==> src/sv/swsc_pkg.sv <==
// Shared types and constants for the sliding-window sender control block.
package swsc_pkg;

    localparam int WINDOW        = 16;
    localparam int SEQ_SPACE     = 256;
    localparam int SEQ_W         = $clog2(SEQ_SPACE);
    localparam int WIN_LIMIT     = (WINDOW > SEQ_SPACE - 1) ? SEQ_SPACE - 1 : WINDOW;
    localparam int CNT_W         = 16;
    localparam int FLIGHT_W      = 5;
    localparam int PADDR_W       = 3;
    localparam int PDATA_W       = 32;
    localparam logic [CNT_W-1:0] TIMEOUT_RESET = CNT_W'(1000);

    // request type codes
    localparam logic [1:0] REQ_SEND = 2'd0;
    localparam logic [1:0] REQ_PKT  = 2'd1;
    localparam logic [1:0] REQ_TICK = 2'd2;

    // configuration register indexes (paddr[2])
    localparam logic REG_TIMEOUT = 1'b0;
    localparam logic REG_FLOW    = 1'b1;

    typedef enum logic [2:0] {
        ACT_NONE    = 3'd0,
        ACT_NEW     = 3'd1,
        ACT_RESEND  = 3'd2,
        ACT_REFUSED = 3'd3,
        ACT_ERROR   = 3'd4
    } action_t;

    typedef struct packed {
        logic [1:0]  req_type;
        logic        send_is_fin;
        logic        pkt_intact;
        logic        pkt_ack;
        logic        pkt_syn;
        logic        pkt_fin;
        logic [7:0]  ack_seq;
        logic [15:0] peer_rwnd;
    } item_t;

    typedef struct packed {
        action_t              action;
        logic [7:0]           tx_seq;
        logic                 tx_is_fin;
        logic [FLIGHT_W-1:0]  in_flight;
        logic                 is_connected;
        logic                 is_finished;
        logic                 dup_ack;
    } result_t;

    typedef struct packed {
        logic [CNT_W-1:0] timeout_ticks;
        logic             flow_control_on;
    } cfg_t;

endpackage

==> src/sv/swsc_cfg.sv <==
// APB configuration registers for the sliding-window sender control block.
module swsc_cfg
    import swsc_pkg::*;
(
    input  logic               aclk,
    input  logic               aresetn,
    input  logic               psel,
    input  logic               penable,
    input  logic               pwrite,
    input  logic [PADDR_W-1:0] paddr,
    input  logic [PDATA_W-1:0] pwdata,
    output logic [PDATA_W-1:0] prdata,
    output logic               pready,
    output cfg_t               cfg
);

    logic [CNT_W-1:0] timeout_reg;
    logic             flow_reg;
    logic             wr_en;
    logic             reg_sel;

    // registers sit on word addresses; byte lanes below are ignored
    assign reg_sel = paddr[2];
    assign wr_en   = psel & penable & pwrite;
    assign pready  = 1'b1;

    always_ff @(posedge aclk) begin
        if (!aresetn) begin
            timeout_reg <= TIMEOUT_RESET;
            flow_reg    <= 1'b0;
        end else if (wr_en) begin
            case (reg_sel)
                REG_TIMEOUT: timeout_reg <= pwdata[CNT_W-1:0];
                REG_FLOW:    flow_reg    <= pwdata[0];
                default:     timeout_reg <= timeout_reg;
            endcase
        end
    end

    always_comb begin
        case (reg_sel)
            REG_TIMEOUT: prdata = PDATA_W'(timeout_reg);
            REG_FLOW:    prdata = PDATA_W'(flow_reg);
            default:     prdata = '0;
        endcase
    end

    assign cfg.timeout_ticks   = timeout_reg;
    assign cfg.flow_control_on = flow_reg;

endmodule

==> src/sv/swsc_core.sv <==
// Sender state registers and the per-event update logic.
module swsc_core
    import swsc_pkg::*;
(
    input  logic    aclk,
    input  logic    aresetn,
    input  logic    step,
    input  item_t   item,
    input  cfg_t    cfg,
    output result_t res
);

    localparam logic [SEQ_W-1:0] LIMIT_S  = SEQ_W'(WIN_LIMIT);
    localparam logic [SEQ_W:0]   WINDOW_E = (SEQ_W+1)'(WINDOW);
    localparam logic [CNT_W-1:0] CNT_MAX  = '1;

    logic [SEQ_W-1:0] base_reg, base_next;
    logic [SEQ_W-1:0] next_seq_reg, next_seq_next;
    logic [15:0]      peer_win_reg, peer_win_next;
    logic [CNT_W-1:0] timer_cnt_reg, timer_cnt_next;
    logic             timer_run_reg, timer_run_next;
    logic             conn_reg, conn_next;
    logic             fin_reg, fin_next;
    logic             halt_reg, halt_next;

    logic [SEQ_W-1:0] flight;
    logic [SEQ_W-1:0] flight_after;
    logic [SEQ_W-1:0] ack_dist;
    logic [SEQ_W-1:0] ack_s;
    logic [CNT_W-1:0] cnt_inc;
    logic             send_ok;
    logic             ack_ok;

    assign ack_s    = item.ack_seq[SEQ_W-1:0];
    assign flight   = next_seq_reg - base_reg;
    assign ack_dist = ack_s - base_reg;
    assign ack_ok   = (ack_dist != '0) && ({1'b0, ack_dist} <= WINDOW_E)
                      && (ack_dist <= flight);
    assign send_ok  = (flight < LIMIT_S)
                      && !(cfg.flow_control_on && (peer_win_reg < 16'(flight)));
    assign cnt_inc  = (timer_cnt_reg < CNT_MAX) ? timer_cnt_reg + 1'b1 : timer_cnt_reg;

    always_comb begin
        base_next      = base_reg;
        next_seq_next  = next_seq_reg;
        peer_win_next  = peer_win_reg;
        timer_cnt_next = timer_cnt_reg;
        timer_run_next = timer_run_reg;
        conn_next      = conn_reg;
        fin_next       = fin_reg;
        halt_next      = halt_reg;
        res.action     = ACT_NONE;
        res.tx_seq     = '0;
        res.tx_is_fin  = 1'b0;
        res.dup_ack    = 1'b0;

        if (!halt_reg) begin
            case (item.req_type)
                REQ_SEND: begin
                    if (send_ok) begin
                        res.action    = ACT_NEW;
                        res.tx_seq    = 8'(next_seq_reg);
                        res.tx_is_fin = item.send_is_fin;
                        if (flight == '0) begin
                            timer_cnt_next = '0;
                            timer_run_next = 1'b1;
                        end
                        next_seq_next = next_seq_reg + 1'b1;
                    end else begin
                        res.action = ACT_REFUSED;
                    end
                end
                REQ_PKT: begin
                    if (item.pkt_intact && !fin_reg) begin
                        if (cfg.flow_control_on) begin
                            peer_win_next = item.peer_rwnd;
                            // resume without clearing the count
                            if (item.peer_rwnd != '0) timer_run_next = 1'b1;
                        end
                        if (!item.pkt_ack) begin
                            res.action = ACT_ERROR;
                            halt_next  = 1'b1;
                        end else if (item.pkt_fin) begin
                            fin_next = 1'b1;
                        end else if (item.pkt_syn) begin
                            conn_next = 1'b1;
                        end else begin
                            if (ack_ok) base_next = ack_s;
                            else        res.dup_ack = 1'b1;
                            // stop when everything is acked, else restart
                            timer_cnt_next = '0;
                            timer_run_next = (next_seq_reg != base_next);
                        end
                    end
                end
                REQ_TICK: begin
                    if (timer_run_reg) begin
                        timer_cnt_next = cnt_inc;
                        if (cnt_inc >= cfg.timeout_ticks) begin
                            timer_cnt_next = '0;
                            if (flight != '0) begin
                                res.action     = ACT_RESEND;
                                res.tx_seq     = 8'(base_reg);
                                timer_run_next = 1'b1;
                            end else begin
                                timer_run_next = 1'b0;
                            end
                        end
                    end
                end
                default: ;
            endcase
        end

        flight_after     = next_seq_next - base_next;
        res.in_flight    = flight_after[FLIGHT_W-1:0];
        res.is_connected = conn_next;
        res.is_finished  = fin_next;
    end

    always_ff @(posedge aclk) begin
        if (!aresetn) begin
            base_reg      <= '0;
            next_seq_reg  <= '0;
            peer_win_reg  <= '0;
            timer_cnt_reg <= '0;
            timer_run_reg <= 1'b0;
            conn_reg      <= 1'b0;
            fin_reg       <= 1'b0;
            halt_reg      <= 1'b0;
        end else if (step) begin
            base_reg      <= base_next;
            next_seq_reg  <= next_seq_next;
            peer_win_reg  <= peer_win_next;
            timer_cnt_reg <= timer_cnt_next;
            timer_run_reg <= timer_run_next;
            conn_reg      <= conn_next;
            fin_reg       <= fin_next;
            halt_reg      <= halt_next;
        end
    end

    a_flight_bound: assert property (@(posedge aclk) disable iff (!aresetn)
        (next_seq_reg - base_reg) <= LIMIT_S)
        else $error("in-flight count exceeds window limit");

    a_halt_sticky: assert property (@(posedge aclk) disable iff (!aresetn)
        halt_reg |=> halt_reg)
        else $error("halted flag cleared without reset");

    a_error_halts: assert property (@(posedge aclk) disable iff (!aresetn)
        (step && res.action == ACT_ERROR) |=> halt_reg)
        else $error("protocol error did not halt the sender");

    a_stopped_timer_idle: assert property (@(posedge aclk) disable iff (!aresetn)
        !timer_run_reg |-> (timer_cnt_reg == '0))
        else $error("stopped timer holds a nonzero count");

    a_halted_quiet: assert property (@(posedge aclk) disable iff (!aresetn)
        halt_reg |-> (res.action == ACT_NONE))
        else $error("halted sender produced an action");

endmodule

==> src/sv/sliding_window_sender_control_top.sv <==
// Top level of the sliding-window sender control block: handshakes and pipeline registers.
//
//  channel  | direction | handshake         | payload
//  s_*      | in        | s_valid / s_ready | send request, received packet or timer tick
//  m_*      | out       | m_valid / m_ready | action, tx sequence, flight count and flags
//  APB      | in        | psel / penable    | timeout_ticks @0x0, flow_control_on @0x4
//
// One event per cycle sustained while m_ready stays high; m_valid rises once an s_ transfer
// has gone through both registers (the transfer loads the input register, and a later advance
// writes the state update into the result register).
// aresetn is synchronous, active low; it clears the valid flags and core state and restores register defaults.
// A stalled result holds in the output register while the input register takes one more
// event; s_ready drops only when both are full and m_ready is low.
module sliding_window_sender_control_top
    import swsc_pkg::*;
(
    input  logic               aclk,
    input  logic               aresetn,
    // input events
    input  logic               s_valid,
    output logic               s_ready,
    input  logic [1:0]         s_req_type,
    input  logic               s_send_is_fin,
    input  logic               s_pkt_intact,
    input  logic               s_pkt_ack,
    input  logic               s_pkt_syn,
    input  logic               s_pkt_fin,
    input  logic [7:0]         s_ack_seq,
    input  logic [15:0]        s_peer_rwnd,
    // results
    output logic               m_valid,
    input  logic               m_ready,
    output logic [2:0]         m_action,
    output logic [7:0]         m_tx_seq,
    output logic               m_tx_is_fin,
    output logic [4:0]         m_in_flight,
    output logic               m_is_connected,
    output logic               m_is_finished,
    output logic               m_dup_ack,
    // configuration
    input  logic               psel,
    input  logic               penable,
    input  logic               pwrite,
    input  logic [PADDR_W-1:0] paddr,
    input  logic [PDATA_W-1:0] pwdata,
    output logic [PDATA_W-1:0] prdata,
    output logic               pready
);

    cfg_t    cfg;
    item_t   item_reg;
    logic    item_valid_reg;
    result_t res_next;
    result_t res_reg;
    logic    res_valid_reg;
    logic    advance;

    // move the held event into the result register when that slot frees up
    assign advance = item_valid_reg && (!res_valid_reg || m_ready);
    assign s_ready = !item_valid_reg || advance;

    swsc_cfg u_cfg (
        .aclk    (aclk),
        .aresetn (aresetn),
        .psel    (psel),
        .penable (penable),
        .pwrite  (pwrite),
        .paddr   (paddr),
        .pwdata  (pwdata),
        .prdata  (prdata),
        .pready  (pready),
        .cfg     (cfg)
    );

    swsc_core u_core (
        .aclk    (aclk),
        .aresetn (aresetn),
        .step    (advance),
        .item    (item_reg),
        .cfg     (cfg),
        .res     (res_next)
    );

    always_ff @(posedge aclk) begin
        if (!aresetn) begin
            item_valid_reg <= 1'b0;
            res_valid_reg  <= 1'b0;
        end else begin
            if (s_ready) item_valid_reg <= s_valid;
            if (advance) res_valid_reg <= 1'b1;
            else if (m_ready) res_valid_reg <= 1'b0;
        end
    end

    always_ff @(posedge aclk) begin
        if (s_valid && s_ready) begin
            item_reg.req_type    <= s_req_type;
            item_reg.send_is_fin <= s_send_is_fin;
            item_reg.pkt_intact  <= s_pkt_intact;
            item_reg.pkt_ack     <= s_pkt_ack;
            item_reg.pkt_syn     <= s_pkt_syn;
            item_reg.pkt_fin     <= s_pkt_fin;
            item_reg.ack_seq     <= s_ack_seq;
            item_reg.peer_rwnd   <= s_peer_rwnd;
        end
        if (advance) res_reg <= res_next;
    end

    assign m_valid        = res_valid_reg;
    assign m_action       = res_reg.action;
    assign m_tx_seq       = res_reg.tx_seq;
    assign m_tx_is_fin    = res_reg.tx_is_fin;
    assign m_in_flight    = res_reg.in_flight;
    assign m_is_connected = res_reg.is_connected;
    assign m_is_finished  = res_reg.is_finished;
    assign m_dup_ack      = res_reg.dup_ack;

endmodule
==> config.mk <==
export PLATFORM = sky130hd
export DESIGN_NAME = sliding_window_sender_control_top
export DESIGN_NICKNAME = d
export VERILOG_FILES = /design/src/sv/swsc_pkg.sv /design/src/sv/swsc_cfg.sv /design/src/sv/swsc_core.sv /design/src/sv/sliding_window_sender_control_top.sv
export SDC_FILE = /design/constraint.sdc
export NUM_CORES = 1
export LEC_CHECK = 0
export BUFFER_PORTS_ARGS = -buffer_cell sky130_fd_sc_hd__buf_2
export CAP_MARGIN = 20
export CORE_ASPECT_RATIO = 2
export CORE_MARGIN = 5
export CORE_UTILIZATION = 50
export CTS_CLUSTER_SIZE = 8
export DETAILED_ROUTE_END_ITERATION = 8
export PLACE_DENSITY = 0.84
export SYNTH_ARGS = -nofsm -noshare
export SYNTH_HDL_FRONTEND = slang
export SYNTH_SLANG_ARGS = --single-unit
==> constraint.sdc <==
create_clock -name aclk -period 10.82 [get_ports aclk]
set_input_delay 1.623 -clock aclk [delete_from_list [all_inputs] [get_ports aclk]]
set_output_delay 1.623 -clock aclk [all_outputs]
set_load 0.01 [all_outputs]
==> flow_metrics.tcl <==
set metrics [dict create \
    synth_edf_count 51 \
    yosysUniqueCellTypes 77 \
    fin_nets 1012 \
    worstReg2RegStart "u_core.base_reg[1]" \
    antenna_found_initial 0 \
    num_rows 63 \
    ys_seq_area_share_pct 39.4 \
    vias 6299 \
    max_freq_mhz 168 \
    slew_viol_final 0 \
    status "finished, final reports clean" \
    final_antenna_net_count 0 \
    yosys_most_used_dff "dfxtp_1" \
    antenna_cells 0 \
    critPathArrivalTime_ns 6.11 \
    cts_num_sinks 122 \
    via_per_inst 5.77 \
    min_path_cells 2 \
    start_util_pct 50.8 \
    wl_um 19300 \
    area_growth_pct 14.8 \
    finalNonFillerCells 1091 \
    worstMarginPinSlew_ns 1.10 \
    grt_max_degree 72 \
    cts_resized 0 \
    largest_reg_flops 31 \
    hold_viol 0 \
    fp.dieW_um 96.5 \
    peakVddDrop_v 0.0000936 \
    hold_path_class "reg2reg" \
    endpoint_kind "register" \
    io-pin-count 128 \
    layout-drive-gt1-share_pct 16.7 \
    ctsHoldBuffers 0 \
    cts_setup_buffers 0 \
    startpoint_type "register" \
    drc_errors 0 \
    root_buffer "clkbuf_16" \
    worstHoldEndpoint "u_cfg.timeout_reg[4]" \
    rrSetupSlack_ns 4.87 \
    whs_ns 0.463 \
    p_per_area_nw_per_um2 133 \
    syn_area_um2 7490 \
    final.period_utilization_pct 55.0 \
    grt_first_pass_wirelength_um 30400 \
    fin_crit_ns 5.95 \
    worst_clock_skew_ns 0.00981 \
    cts-buffers-inserted 17 \
    slew_headroom_pct 26.2 \
    cap_viol_max_count 0 \
    netlist_instances 799 \
    numPortBuffers 92 \
    rsz0062_at_grt "false" \
    avgRoutedWirePerCell_um 17.7 \
    gr-total-overflow 0 \
    core_area_um2 14700 \
    total_leakage_power_nw 3.41 \
    ff2ff_path_depth 24 \
    drtIter0Drc 362 \
    yosys_warnings 0 \
    die_h_um 183 \
    dp_hpwl_um 14600 \
    min_from "u_cfg.timeout_reg[4]" \
    dp_cells 1058 \
    place.gp.congestion 0.952 \
    critPathMaxFanout 6 \
    r2r-end "m_in_flight[4]" \
    fin_setup_tns_ns 0 \
    avgSynthCellArea_um2 9.37 \
    total_power_mw 1.15 \
    ys_seq_elements 122 \
    critical_path_class "reg2reg" \
    dieArea_um2 17700 \
    dr.pass1.iters 5 \
    worst_skew_pair.late_latency_ns 0.42 \
    crit_required_ns 10.98 \
    cts_max_level 4 \
    grt_use_total_pct 22.6 \
    setup_viol 0 \
    cts_tree "yes" \
    async_flop_share_pct 0 \
    path_clk_slew_ns 0.05 \
    cts_max_path_buffers 2 \
    grt_pass1_vias 6436 \
]
## metal layers
metal	up-vias	GRT usage [%]	wire length [um]
li1	2998	-	-
met5	-	0	0
met2	220	43.2	10900
met1	2978	20.0	6280
met4	0	16.0	1380
met3	103	3.94	744
## through the flow
step	utilization (%)	cell area [um^2]	setup WS, ns
detailed placement	54.4	8010	5.04
CTS	58.2	8570	4.97
finish	58.3	8590	4.87
floorplan	-	7540	5.90
global route	58.3	8590	4.54
global placement	54.4	8010	5.21
## critical path, stage by stage (launching register included)
cell	delay (ns)
dfxtp_1	0.55
inv_1	0.22
ha_1	0.31
nor2b_1	0.12
o21a_1	0.18
o211ai_1	0.28
nand2_1	0.14
a21o_1	0.20
a21oi_1	0.18
xnor2_1	0.14
ha_1	0.21
nand4b_1	0.31
or3_1	0.45
o2111ai_4	0.13
nor2_1	0.16
ha_1	0.32
a21oi_1	0.35
ha_1	0.22
inv_1	0.06
fa_1	0.41
a21o_1	0.20
a21oi_1	0.16
xnor2_1	0.15
xnor2_1	0.15
xnor2_1	0.08
## placed cells by master, fill, tap and decap left out, drive strengths merged, types with 8 or more instances in the layout
master	instances
nor2b	20
nor4	12
nand2	88
buf	96
nand3	26
a22oi	9
a21o	9
clkbuf	20
xor2	15
xnor2	29
nor3	15
a21oi	23
o21a	9
o211ai	11
nor2	59
ha	53
mux2i	16
and3	9
inv	46
dfxtp	71
o21ai	24
conb	17
and2	11
a21boi	43
nand4b	8
nand4	13
edfxtp	51
## worst max-delay path by stage
stage,startpoint,end
floorplan,u_core.base_reg[1],m_in_flight[4]
global placement,u_core.base_reg[1],m_in_flight[4]
detailed placement,u_core.base_reg[1],m_in_flight[4]
CTS,u_core.base_reg[1],m_in_flight[4]
global route,u_core.base_reg[1],m_in_flight[4]
finish,u_core.base_reg[1],m_in_flight[4]
## power breakdown
| group | switching, mW | total, mW | internal, mW |
|---|---|---|---|
| clock | 0.205 | 0.541 | 0.337 |
| sequential | 0.00882 | 0.502 | 0.494 |
| combinational | 0.0620 | 0.101 | 0.0394 |
## area by class of cell
type | instances | area [um^2]
repair buffers | 96 | 503
clock inverters | 12 | 126
flip-flops and latches | 122 | 2950
inverters | 46 | 173
well taps | 195 | 244
clock buffers | 20 | 437
fillers | 1281 | 6150
multi-input cells | 600 | 4160
## Yosys cell counts (all sizes together), types with 11 or more instances
library cell	instances	share of area, %
nand3	26	1.7
nor2	59	3.0
dfxtp	71	19
o211ai	11	1.1
nor3	15	1.1
xor2	15	1.8
mux2i	16	2.1
ha	53	8.9
a21boi	43	4.3
o21ai	24	1.6
and2	11	0.92
nand2	88	4.4
inv	46	2.3
nor4	12	1.3
nor2b	20	1.8
nand4	13	1.1
buf	22	2.2
a21oi	23	1.5
xnor2	29	3.4
edfxtp	51	20
clkbuf	24	1.2
## kinds of logic (layout without fill, tap and decap cells)
family                     Yosys count  after routing  share of synthesized area [%]
other                                2             17                          0.100
DFF                                122            122                           39.4
muxes                               22             22                           3.04
AOI/OAI and AO/OA                  167            167                           16.4
xor gates and xnor gates            44             44                           5.15
adders and majority gates           57             57                           9.81
and+or+nand+nor                    293            293                           20.3
buffers and inverters               92            174                           5.75
(Power assumes the default switching activity.)
